[src/sv/lps_pkg.sv]
`default_nettype none
package lps_pkg;

  localparam int unsigned STAMP_W   = 16;
  localparam int unsigned RND_W     = 31;
  localparam int unsigned ID_OUT_W  = 5;
  localparam int unsigned SUM_OUT_W = 13;

  typedef enum logic [1:0] {
    REQ_READY  = 2'd0,
    REQ_REMOVE = 2'd1,
    REQ_RESCHED = 2'd2
  } req_e;

  typedef enum logic [1:0] {
    STAT_DONE     = 2'd0,
    STAT_NOCHANGE = 2'd1,
    STAT_EMPTY    = 2'd2
  } status_e;

  typedef enum logic [2:0] {
    ST_IDLE,
    ST_RUN_RD,
    ST_RUN_WR,
    ST_SUM,
    ST_MOD,
    ST_WALK,
    ST_DONE
  } state_e;

endpackage
`default_nettype wire

[src/sv/lps_if.sv]
`default_nettype none
interface lps_req_if;
  logic        valid;
  logic        ready;
  logic [1:0]  req_type;
  logic [4:0]  proc_id;
  logic [7:0]  tickets;
  logic [30:0] random_value;
  logic        current_runnable;

  modport source (output valid, req_type, proc_id, tickets, random_value, current_runnable,
                  input ready);
  modport sink (input valid, req_type, proc_id, tickets, random_value, current_runnable,
                output ready);
endinterface

interface lps_rsp_if;
  logic        valid;
  logic        ready;
  logic [4:0]  chosen_id;
  logic [4:0]  previous_id;
  logic [12:0] ticket_sum;
  logic [1:0]  status;

  modport source (output valid, chosen_id, previous_id, ticket_sum, status, input ready);
  modport sink (input valid, chosen_id, previous_id, ticket_sum, status, output ready);
endinterface
`default_nettype wire

[src/sv/lps_ram.sv]
`default_nettype none
module lps_ram #(
  parameter int unsigned WIDTH = 24,
  parameter int unsigned DEPTH = 32
) (
  input  wire logic                     clk_i,
  input  wire logic                     we_i,
  input  wire logic [$clog2(DEPTH)-1:0] waddr_i,
  input  wire logic [WIDTH-1:0]         wdata_i,
  input  wire logic [$clog2(DEPTH)-1:0] raddr_i,
  output logic [WIDTH-1:0]              rdata_o
);

  logic [WIDTH-1:0] mem_q [DEPTH];

  always_ff @(posedge clk_i) begin
    if (we_i) begin
      mem_q[waddr_i] <= wdata_i;
    end
    rdata_o <= mem_q[raddr_i];
  end

endmodule
`default_nettype wire

[src/sv/lottery_process_scheduler_unit.sv]
// make ready, remove and unknown requests: result valid in the cycle after acceptance
// reschedule: running slot rejoins if needed, a sweep sums the tickets, the random
// value is taken modulo the sum, then 1..NUM_PROCS walk rounds; none when the sum is 0
// each sweep reads the slot table through the single ram read port, one slot a cycle
// one request at a time; a new request is taken only as the previous result leaves
// reset: ready set empty, running slot 0, stamp counter 0; table contents undefined
`default_nettype none
module lottery_process_scheduler_unit #(
  parameter int unsigned NUM_PROCS   = 32,
  parameter int unsigned TICKET_BITS = 8
) (
  input  wire logic  clk_i,
  input  wire logic  rst_ni,
  lps_req_if.sink    req_i,
  lps_rsp_if.source  rsp_o
);

  localparam int unsigned IDX_W = $clog2(NUM_PROCS);
  localparam int unsigned CNT_W = IDX_W + 1;
  localparam int unsigned SUM_W = $clog2(NUM_PROCS * ((1 << TICKET_BITS) - 1) + 1);
  localparam int unsigned REM_W = SUM_W + 1;
  localparam int unsigned ENT_W = TICKET_BITS + lps_pkg::STAMP_W;
  localparam int unsigned KEY_W = ENT_W + IDX_W;
  localparam logic [CNT_W-1:0] N_CNT = CNT_W'(NUM_PROCS);

  lps_pkg::state_e state_q, state_d;

  logic [NUM_PROCS-1:0]         flags_q, flags_d;
  logic [lps_pkg::STAMP_W-1:0]  stamp_q, stamp_d;
  logic [IDX_W-1:0]             running_q, running_d;
  logic [CNT_W-1:0]             cnt_q, cnt_d;
  logic                         pend_q, pend_d;
  logic [IDX_W-1:0]             idx_q, idx_d;
  logic [SUM_W-1:0]             sum_q, sum_d;
  logic                         any_q, any_d;
  logic [lps_pkg::RND_W-1:0]    rnd_q, rnd_d;
  logic [REM_W-1:0]             rem_q, rem_d;
  logic [4:0]                   mod_cnt_q, mod_cnt_d;
  logic [KEY_W-1:0]             best_q, best_d, bound_q, bound_d;
  logic                         found_q, found_d, first_q, first_d;
  logic [IDX_W-1:0]             chosen_q, chosen_d;
  logic [lps_pkg::ID_OUT_W-1:0] prev_q, prev_d;

  logic                         out_valid_q, out_valid_d;
  logic [lps_pkg::ID_OUT_W-1:0] out_chosen_q, out_chosen_d;
  logic [lps_pkg::ID_OUT_W-1:0] out_prev_q, out_prev_d;
  logic [lps_pkg::SUM_OUT_W-1:0] out_sum_q, out_sum_d;
  logic [1:0]                   out_status_q, out_status_d;

  logic             ram_we;
  logic [IDX_W-1:0] ram_waddr, ram_raddr;
  logic [ENT_W-1:0] ram_wdata, ram_rdata;

  logic                        req_ready, accept, sweep_done, in_range;
  logic [31:0]                 pid32, run32, sum32, chosen32;
  logic [15:0]                 tk16;
  logic [IDX_W-1:0]            pid_idx;
  logic [TICKET_BITS-1:0]      tk, rd_tk, best_tk;
  logic [lps_pkg::STAMP_W-1:0] rd_age;
  logic [KEY_W-1:0]            rd_key;
  logic                        rd_cand;
  logic [REM_W-1:0]            mod_t, best_tk_ext;

  lps_ram #(
    .WIDTH (ENT_W),
    .DEPTH (NUM_PROCS)
  ) u_table (
    .clk_i   (clk_i),
    .we_i    (ram_we),
    .waddr_i (ram_waddr),
    .wdata_i (ram_wdata),
    .raddr_i (ram_raddr),
    .rdata_o (ram_rdata)
  );

  assign accept      = req_i.valid && req_ready;
  assign req_i.ready = req_ready;
  assign pid32       = 32'(req_i.proc_id);
  assign pid_idx     = pid32[IDX_W-1:0];
  assign in_range    = pid32 < NUM_PROCS;
  assign tk16        = {8'd0, req_i.tickets};
  assign tk          = tk16[TICKET_BITS-1:0];
  assign run32       = 32'(running_q);
  assign sum32       = 32'(sum_q);
  assign chosen32    = 32'(chosen_q);
  assign sweep_done  = (cnt_q == N_CNT) && !pend_q;

  assign rd_tk   = ram_rdata[ENT_W-1:lps_pkg::STAMP_W];
  assign rd_age  = stamp_q - ram_rdata[lps_pkg::STAMP_W-1:0];
  assign rd_key  = {rd_tk, rd_age, ~idx_q};
  assign rd_cand = pend_q && flags_q[idx_q] && (first_q || (rd_key < bound_q))
                   && (!found_q || (rd_key > best_q));
  assign best_tk     = best_q[KEY_W-1:KEY_W-TICKET_BITS];
  assign best_tk_ext = REM_W'(best_tk);
  assign mod_t       = {rem_q[SUM_W-1:0], rnd_q[lps_pkg::RND_W-1]};

  always_comb begin
    state_d = state_q;
    unique case (state_q)
      lps_pkg::ST_IDLE: begin
        if (accept && (req_i.req_type == lps_pkg::REQ_RESCHED)) begin
          if (req_i.current_runnable && !flags_q[running_q]) begin
            state_d = lps_pkg::ST_RUN_RD;
          end else begin
            state_d = lps_pkg::ST_SUM;
          end
        end
      end
      lps_pkg::ST_RUN_RD: state_d = lps_pkg::ST_RUN_WR;
      lps_pkg::ST_RUN_WR: state_d = lps_pkg::ST_SUM;
      lps_pkg::ST_SUM: begin
        if (sweep_done) begin
          state_d = (sum_q == '0) ? lps_pkg::ST_DONE : lps_pkg::ST_MOD;
        end
      end
      lps_pkg::ST_MOD: begin
        if (mod_cnt_q == 5'(lps_pkg::RND_W - 1)) begin
          state_d = lps_pkg::ST_WALK;
        end
      end
      lps_pkg::ST_WALK: begin
        if (sweep_done && (!found_q || (rem_q < best_tk_ext))) begin
          state_d = lps_pkg::ST_DONE;
        end
      end
      lps_pkg::ST_DONE: state_d = lps_pkg::ST_IDLE;
      default: state_d = lps_pkg::ST_IDLE;
    endcase
  end

  always_comb begin
    flags_d      = flags_q;
    stamp_d      = stamp_q;
    running_d    = running_q;
    cnt_d        = cnt_q;
    pend_d       = 1'b0;
    idx_d        = idx_q;
    sum_d        = sum_q;
    any_d        = any_q;
    rnd_d        = rnd_q;
    rem_d        = rem_q;
    mod_cnt_d    = mod_cnt_q;
    best_d       = best_q;
    bound_d      = bound_q;
    found_d      = found_q;
    first_d      = first_q;
    chosen_d     = chosen_q;
    prev_d       = prev_q;
    out_valid_d  = out_valid_q && !rsp_o.ready;
    out_chosen_d = out_chosen_q;
    out_prev_d   = out_prev_q;
    out_sum_d    = out_sum_q;
    out_status_d = out_status_q;
    ram_we       = 1'b0;
    ram_waddr    = pid_idx;
    ram_wdata    = {tk, stamp_q};
    ram_raddr    = cnt_q[IDX_W-1:0];
    req_ready    = 1'b0;

    unique case (state_q)
      lps_pkg::ST_IDLE: begin
        req_ready = !out_valid_q || rsp_o.ready;
        if (accept) begin
          prev_d       = run32[lps_pkg::ID_OUT_W-1:0];
          rnd_d        = req_i.random_value;
          sum_d        = '0;
          any_d        = 1'b0;
          chosen_d     = '0;
          cnt_d        = '0;
          out_chosen_d = run32[lps_pkg::ID_OUT_W-1:0];
          out_prev_d   = run32[lps_pkg::ID_OUT_W-1:0];
          out_sum_d    = '0;
          out_status_d = lps_pkg::STAT_NOCHANGE;
          case (req_i.req_type)
            lps_pkg::REQ_READY: begin
              out_valid_d = 1'b1;
              if (in_range && !flags_q[pid_idx]) begin
                ram_we           = 1'b1;
                flags_d[pid_idx] = 1'b1;
                stamp_d          = stamp_q + 1'b1;
                out_status_d     = lps_pkg::STAT_DONE;
              end
            end
            lps_pkg::REQ_REMOVE: begin
              out_valid_d = 1'b1;
              if (in_range && flags_q[pid_idx]) begin
                flags_d[pid_idx] = 1'b0;
                out_status_d     = lps_pkg::STAT_DONE;
              end
            end
            lps_pkg::REQ_RESCHED: begin
              out_valid_d = out_valid_q && !rsp_o.ready;
            end
            default: begin
              out_valid_d = 1'b1;
            end
          endcase
        end
      end
      lps_pkg::ST_RUN_RD: begin
        ram_raddr = running_q;
      end
      lps_pkg::ST_RUN_WR: begin
        ram_we             = 1'b1;
        ram_waddr          = running_q;
        ram_wdata          = {rd_tk, stamp_q};
        flags_d[running_q] = 1'b1;
        stamp_d            = stamp_q + 1'b1;
      end
      lps_pkg::ST_SUM: begin
        if (cnt_q != N_CNT) begin
          cnt_d  = cnt_q + 1'b1;
          pend_d = 1'b1;
          idx_d  = cnt_q[IDX_W-1:0];
        end
        if (pend_q && flags_q[idx_q]) begin
          sum_d = sum_q + SUM_W'(rd_tk);
          any_d = 1'b1;
        end
        if (sweep_done) begin
          rem_d     = '0;
          mod_cnt_d = '0;
        end
      end
      lps_pkg::ST_MOD: begin
        rem_d     = (mod_t >= REM_W'(sum_q)) ? (mod_t - REM_W'(sum_q)) : mod_t;
        rnd_d     = {rnd_q[lps_pkg::RND_W-2:0], 1'b0};
        mod_cnt_d = mod_cnt_q + 1'b1;
        cnt_d     = '0;
        first_d   = 1'b1;
        found_d   = 1'b0;
      end
      lps_pkg::ST_WALK: begin
        if (cnt_q != N_CNT) begin
          cnt_d  = cnt_q + 1'b1;
          pend_d = 1'b1;
          idx_d  = cnt_q[IDX_W-1:0];
        end
        if (rd_cand) begin
          best_d  = rd_key;
          found_d = 1'b1;
        end
        if (sweep_done && found_q) begin
          if (rem_q < best_tk_ext) begin
            chosen_d = ~best_q[IDX_W-1:0];
          end else begin
            rem_d   = rem_q - best_tk_ext;
            bound_d = best_q;
            first_d = 1'b0;
            found_d = 1'b0;
            cnt_d   = '0;
          end
        end
      end
      lps_pkg::ST_DONE: begin
        flags_d[chosen_q] = 1'b0;
        running_d         = chosen_q;
        out_valid_d       = 1'b1;
        out_chosen_d      = chosen32[lps_pkg::ID_OUT_W-1:0];
        out_prev_d        = prev_q;
        out_sum_d         = sum32[lps_pkg::SUM_OUT_W-1:0];
        out_status_d      = any_q ? lps_pkg::STAT_DONE : lps_pkg::STAT_EMPTY;
      end
      default: begin
        req_ready = 1'b0;
      end
    endcase
  end

  always_ff @(posedge clk_i or negedge rst_ni) begin
    if (!rst_ni) begin
      state_q     <= lps_pkg::ST_IDLE;
      flags_q     <= '0;
      stamp_q     <= '0;
      running_q   <= '0;
      cnt_q       <= '0;
      pend_q      <= 1'b0;
      out_valid_q <= 1'b0;
    end else begin
      state_q     <= state_d;
      flags_q     <= flags_d;
      stamp_q     <= stamp_d;
      running_q   <= running_d;
      cnt_q       <= cnt_d;
      pend_q      <= pend_d;
      out_valid_q <= out_valid_d;
    end
  end

  always_ff @(posedge clk_i) begin
    idx_q        <= idx_d;
    sum_q        <= sum_d;
    any_q        <= any_d;
    rnd_q        <= rnd_d;
    rem_q        <= rem_d;
    mod_cnt_q    <= mod_cnt_d;
    best_q       <= best_d;
    bound_q      <= bound_d;
    found_q      <= found_d;
    first_q      <= first_d;
    chosen_q     <= chosen_d;
    prev_q       <= prev_d;
    out_chosen_q <= out_chosen_d;
    out_prev_q   <= out_prev_d;
    out_sum_q    <= out_sum_d;
    out_status_q <= out_status_d;
  end

  assign rsp_o.valid       = out_valid_q;
  assign rsp_o.chosen_id   = out_chosen_q;
  assign rsp_o.previous_id = out_prev_q;
  assign rsp_o.ticket_sum  = out_sum_q;
  assign rsp_o.status      = out_status_q;

endmodule
`default_nettype wire
[src/flat_wrapper.sv]
// flat-port wrapper written by rule: the top's interface ports become plain ports
module lottery_process_scheduler_unit_flat 
#(
  parameter int unsigned NUM_PROCS   = 32,
  parameter int unsigned TICKET_BITS = 8
)
  (clk_i, rst_ni, req_i_valid, req_i_req_type, req_i_proc_id, req_i_tickets, req_i_random_value, req_i_current_runnable, req_i_ready, rsp_o_valid, rsp_o_chosen_id, rsp_o_previous_id, rsp_o_ticket_sum, rsp_o_status, rsp_o_ready);
  lps_req_if req_i_i ();
  lps_rsp_if rsp_o_i ();
  input  wire logic clk_i;
  input  wire logic rst_ni;
  input wire logic [$bits(req_i_i.valid)-1:0] req_i_valid;
  input wire logic [$bits(req_i_i.req_type)-1:0] req_i_req_type;
  input wire logic [$bits(req_i_i.proc_id)-1:0] req_i_proc_id;
  input wire logic [$bits(req_i_i.tickets)-1:0] req_i_tickets;
  input wire logic [$bits(req_i_i.random_value)-1:0] req_i_random_value;
  input wire logic [$bits(req_i_i.current_runnable)-1:0] req_i_current_runnable;
  output wire logic [$bits(req_i_i.ready)-1:0] req_i_ready;
  output wire logic [$bits(rsp_o_i.valid)-1:0] rsp_o_valid;
  output wire logic [$bits(rsp_o_i.chosen_id)-1:0] rsp_o_chosen_id;
  output wire logic [$bits(rsp_o_i.previous_id)-1:0] rsp_o_previous_id;
  output wire logic [$bits(rsp_o_i.ticket_sum)-1:0] rsp_o_ticket_sum;
  output wire logic [$bits(rsp_o_i.status)-1:0] rsp_o_status;
  input wire logic [$bits(rsp_o_i.ready)-1:0] rsp_o_ready;
  assign req_i_i.valid = req_i_valid;
  assign req_i_i.req_type = req_i_req_type;
  assign req_i_i.proc_id = req_i_proc_id;
  assign req_i_i.tickets = req_i_tickets;
  assign req_i_i.random_value = req_i_random_value;
  assign req_i_i.current_runnable = req_i_current_runnable;
  assign req_i_ready = req_i_i.ready;
  assign rsp_o_valid = rsp_o_i.valid;
  assign rsp_o_chosen_id = rsp_o_i.chosen_id;
  assign rsp_o_previous_id = rsp_o_i.previous_id;
  assign rsp_o_ticket_sum = rsp_o_i.ticket_sum;
  assign rsp_o_status = rsp_o_i.status;
  assign rsp_o_i.ready = rsp_o_ready;
  lottery_process_scheduler_unit #(.NUM_PROCS(NUM_PROCS), .TICKET_BITS(TICKET_BITS)) u_core (.clk_i(clk_i), .rst_ni(rst_ni), .req_i(req_i_i), .rsp_o(rsp_o_i));
endmodule
[config.mk]
export PLATFORM = sky130hd
export DESIGN_NAME = lottery_process_scheduler_unit_flat
export DESIGN_NICKNAME = d
export VERILOG_FILES = /design/src/sv/lps_pkg.sv /design/src/sv/lps_if.sv /design/src/sv/lps_ram.sv /design/src/sv/lottery_process_scheduler_unit.sv /design/src/flat_wrapper.sv
export SDC_FILE = /design/constraint.sdc
export NUM_CORES = 2
export LEC_CHECK = 0
export ABC_CLOCK_PERIOD_IN_PS = 12900
export BUFFER_PORTS_ARGS = -buffer_cell sky130_fd_sc_hd__buf_4
export CAP_MARGIN = 20
export CORE_MARGIN = 2
export CORE_UTILIZATION = 68
export CTS_BUF_LIST = sky130_fd_sc_hd__clkbuf_8 sky130_fd_sc_hd__clkbuf_16
export CTS_CLUSTER_SIZE = 25
export DETAILED_ROUTE_END_ITERATION = 10
export HOLD_SLACK_MARGIN = 0.08
export PLACE_DENSITY = 0.82
export SYNTH_ARGS = -nofsm -noshare
export SYNTH_HDL_FRONTEND = slang
export SYNTH_SLANG_ARGS = --single-unit
[constraint.sdc]
create_clock -name clk_i -period 12.9 [get_ports clk_i]
set_clock_uncertainty 0.2 [all_clocks]
set_input_delay 1.29 -clock clk_i [delete_from_list [all_inputs] [get_ports clk_i]]
set_output_delay 1.29 -clock clk_i [all_outputs]
set_load 0.01 [all_outputs]
==> results.sh <==
export IMPL_required_ns=13.02
export IMPL_place_area_mm2=0.0464
export IMPL_drv_slew=0
export IMPL_cp_slowest_stage_delay_ns=0.74
export IMPL_leakage_nw=17.8
export IMPL_drv_cap=0
export IMPL_dieArea_mm2=0.0678
export IMPL_hpwl_mm=70.3
export IMPL_multi_input_area_mm2=0.0137
export IMPL_ys_ff_latch=1020
export IMPL_clkTransAtPathRegs_ns=0.06
export IMPL_hold_class="reg -> reg"
export IMPL_area_growth_pct=11.6
export IMPL_h_tree_depth=3
export IMPL_fin_area_mm2=0.0499
export IMPL_p_per_area_mw_per_mm2=214
export IMPL_final_common_cell="edfxtp_1"
export IMPL_max_clock_path_buffers=3
export IMPL_cts_hold_buf=0
export IMPL_synth_ff_type="edfxtp_1"
export IMPL_rsz0062_at_grt="false"
export IMPL_max_freq_ghz=0.173
export IMPL_gp_congestion=0.981
export IMPL_crit_chain="inv_1 -> ha_1 -> inv_1 -> fa_1 -> a211oi_1 -> o21bai_1 -> a31o_2 -> a311o_1 -> a21oi_1 -> xnor2_1 -> ha_1 -> a2111oi_0 -> o21ai_0 -> o21ai_0 -> o41ai_1 -> a31oi_1 -> and3_1 -> buf_4"
export IMPL_grt_pass1_vias=29200
export IMPL_yosys_cell_types_count=78
export IMPL_layout_common_cells="edfxtp_1 (932), nand2_1 (473), inv_1 (155), buf_4 (149), mux2i_1 (124)"
export IMPL_start_util=0.684
export IMPL_synth_top_family_by_area="compound AO/OA/AOI/OAI gates"
export IMPL_synth_largest_area_cell="edfxtp_1"
export IMPL_drt_total_wl_mm=128
export IMPL_synth_edff_count=932
export IMPL_critPathLaunchType="flip-flop"
export IMPL_cp_max_fo=36
export IMPL_criticalPathCategory="reg -> reg"
export IMPL_worstMarginPinSlew_ns=1.34
export IMPL_nNetsFinal=3404
export IMPL_post_synth_top_area_fraction=0.626
export IMPL_finalCritPeriodShare=0.449
export IMPL_num_antenna_cells=0
export IMPL_synth_avg_cell_area_um2=14.3
export IMPL_cts_made_buffers=100
export IMPL_drc=0
export IMPL_port_buffers=77
export IMPL_grt_usage=0.373
export IMPL_clock_latency_ns=0.67
export IMPL_die_y_um=260
export IMPL_rows=94
export IMPL_muxShareOfSynthArea=0.0857
export IMPL_postSynthCellCount=3137
export IMPL_cts_sinks=1020
export IMPL_wl_per_cell_um=30.5
export IMPL_critPathSlowestCell="dfrtp_1"
export IMPL_outcome="finished clean"
export IMPL_core_mm2=0.0654
export IMPL_ant_nets=0
export IMPL_vias=30000
export IMPL_drtIter0Drc=4920
export IMPL_slew_headroom=0.107
export IMPL_fill_cells=3709
export IMPL_finalHoldViolCount=0
export IMPL_die_w_um=260
export IMPL_synth_simple_area_share=0.0853
export IMPL_finalPower_w=0.0107
export IMPL_clockRootBuffer="clkbuf_16"
export IMPL_setup_tns_ns=0
export IMPL_crit_buf_inv=3
export IMPL_crit_family="compound AO/OA/AOI/OAI gates"
export IMPL_grt_pass1_wl_mm=184
export IMPL_worst_hold_slack_ns=0.246
export IMPL_finalSetupViolations=0
export IMPL_cts_resized_gates=0
export IMPL_grt_remaining_overflow=0
export IMPL_peakVddDrop_mv=0.251
export IMPL_first_pass_iters=6
export IMPL_synth_compound_area_share=0.0867
export IMPL_grt_max_degree=163
export IMPL_viasPerCell=7.16
export IMPL_synth_seq_area_share=0.672
export IMPL_synth_top_cells_by_area="edfxtp_1 (63%), mux4_2 (5.6%), nand2_1 (4.0%)"
export IMPL_post_route_min_period_ns=5.79
export IMPL_synth_fp_nets=3298
export IMPL_async_flop_share=0.0627
export IMPL_seq_area_mm2=0.0301
export IMPL_synth_warning_count=0
export IMPL_io_pins=78
export IMPL_cts_tree="built"
export IMPL_cp_end_kind="flip-flop"
export IMPL_antenna_found_initial=2
export IMPL_postCtsSetupBuffers=0
export IMPL_synth_adder_area_share=0.0314
export IMPL_critPathArrivalTime_ns=5.91
export IMPL_synthesis_area_mm2=0.0447
export IMPL_drive_gt1_frac=0.146
export IMPL_synthXorXnorAreaFrac=0.0117
-- worst reg2reg max path: stages (launching register included) --
cell	delay [ns]
dfrtp_1	0.74
inv_1	0.25
ha_1	0.22
inv_1	0.08
fa_1	0.48
a211oi_1	0.28
o21bai_1	0.15
a31o_2	0.29
a311o_1	0.38
a21oi_1	0.18
xnor2_1	0.22
ha_1	0.32
a2111oi_0	0.36
o21ai_0	0.14
o21ai_0	0.10
o41ai_1	0.12
a31oi_1	0.22
and3_1	0.34
buf_4	0.38
-- state kept, by name, summed over array words and instances, names as in the netlist, 6 cells and up, named ones only --
name and count:
u_core.rsp_o.ticket_sum 13, u_core.cnt_q 6, u_core.stamp_q 16, u_core.sum_q 13
u_core.bound_q 29, u_core.best_q 29, u_core.rem_q 14, u_core.u_table.mem_q 768
u_core.u_table.rdata_o 24, u_core.rnd_q 31
-- final timing paths --
| check | to | depth (start not counted) | slack (ns) | start |
|---|---|---|---|---|
| setup / recovery | u_core.best_q[10] | 18 | 7.11 | u_core.stamp_q[0] |
| setup reg to reg | u_core.best_q[10] | 18 | 7.11 | u_core.stamp_q[0] |
| hold / removal | u_core.bound_q[25] | 0 | 0.25 | u_core.best_q[25] |
| min in group asynchronous | asynchronous set/reset pin | 1 | 0.58 | rst_ni |
| max in group asynchronous | u_core.stamp_q[9] | 1 | 11.30 | rst_ni |
| hold reg to reg | u_core.bound_q[25] | 0 | 0.25 | u_core.best_q[25] |
-- kinds of logic after synthesis --
group                    count (synthesis)
AO/OA/AOI/OAI                          563
XOR/XNOR                                60
adder cells (fa/ha/maj)                110
buffers and inverters                  278
flip-flops                            1020
multiplexers                           242
AND/OR/NAND/NOR                        864
-- power breakdown --
group          internal (W)  total, W  leakage (nW)  switching, W
sequential          0.00405   0.00432          9.46      0.000276
clock               0.00157   0.00284          1.71       0.00126
combinational       0.00133   0.00353          6.59       0.00220
total               0.00696    0.0107          17.8       0.00373
-- per-layer routing --
layer / track usage / vias up / part of all wire
met3: 0.0843 / 554 / 0.13
met4: 0.208 / 0 / 0.060
met2: 0.578 / 2574 / 0.47
met5: 0 / - / 0
met1: 0.495 / 14600 / 0.34
li1: - / 12300 / -
-- cells in the mapped netlist (5+ instances only) --
master	instances
o22ai_1	47
mux2i_1	125
nand3b_1	8
a32oi_1	99
nor3b_1	5
buf_4	14
nand4_1	51
nor3_1	34
o2111a_1	16
ha_1	106
o21ai_0	94
buf_6	6
o21bai_1	5
nand2b_1	18
buf_2	38
nor4_1	8
mux4_2	112
o211ai_1	23
inv_1	118
dfxtp_1	24
and3_1	15
o221ai_1	6
a21boi_0	5
a211oi_1	11
nor2b_1	25
xnor2_1	44
dfrtp_1	64
or2_2	8
a21oi_1	105
a311oi_1	26
nor2_1	159
a21o_1	23
o21ai_1	23
a31oi_1	25
o21a_1	10
or4_1	5
o31ai_1	6
nand3_1	28
edfxtp_1	932
xor2_1	16
clkbuf_1	97
and2_1	5
nand2_1	473
or3_1	9
-- stage by stage --
step / cells / util / setup WS, ns
global placement: 3991 / 0.709 / 7.24
floorplan: 3137 / - / 7.73
CTS: 4180 / 0.758 / 7.26
finish: 4193 / 0.764 / 7.11
global route: 4193 / 0.764 / 6.62
detailed placement: 3992 / 0.710 / 7.31
-- final cells by class --
cell class | instances | area share
well taps | 864 | 0.0217
repair buffers | 164 | 0.0298
inverters | 118 | 0.00887
clock inverters | 76 | 0.0100
flip-flops and latches | 1020 | 0.602
clock buffers | 112 | 0.0539
multi-input cells | 1839 | 0.274
Power figures use the tool's default switching activity.
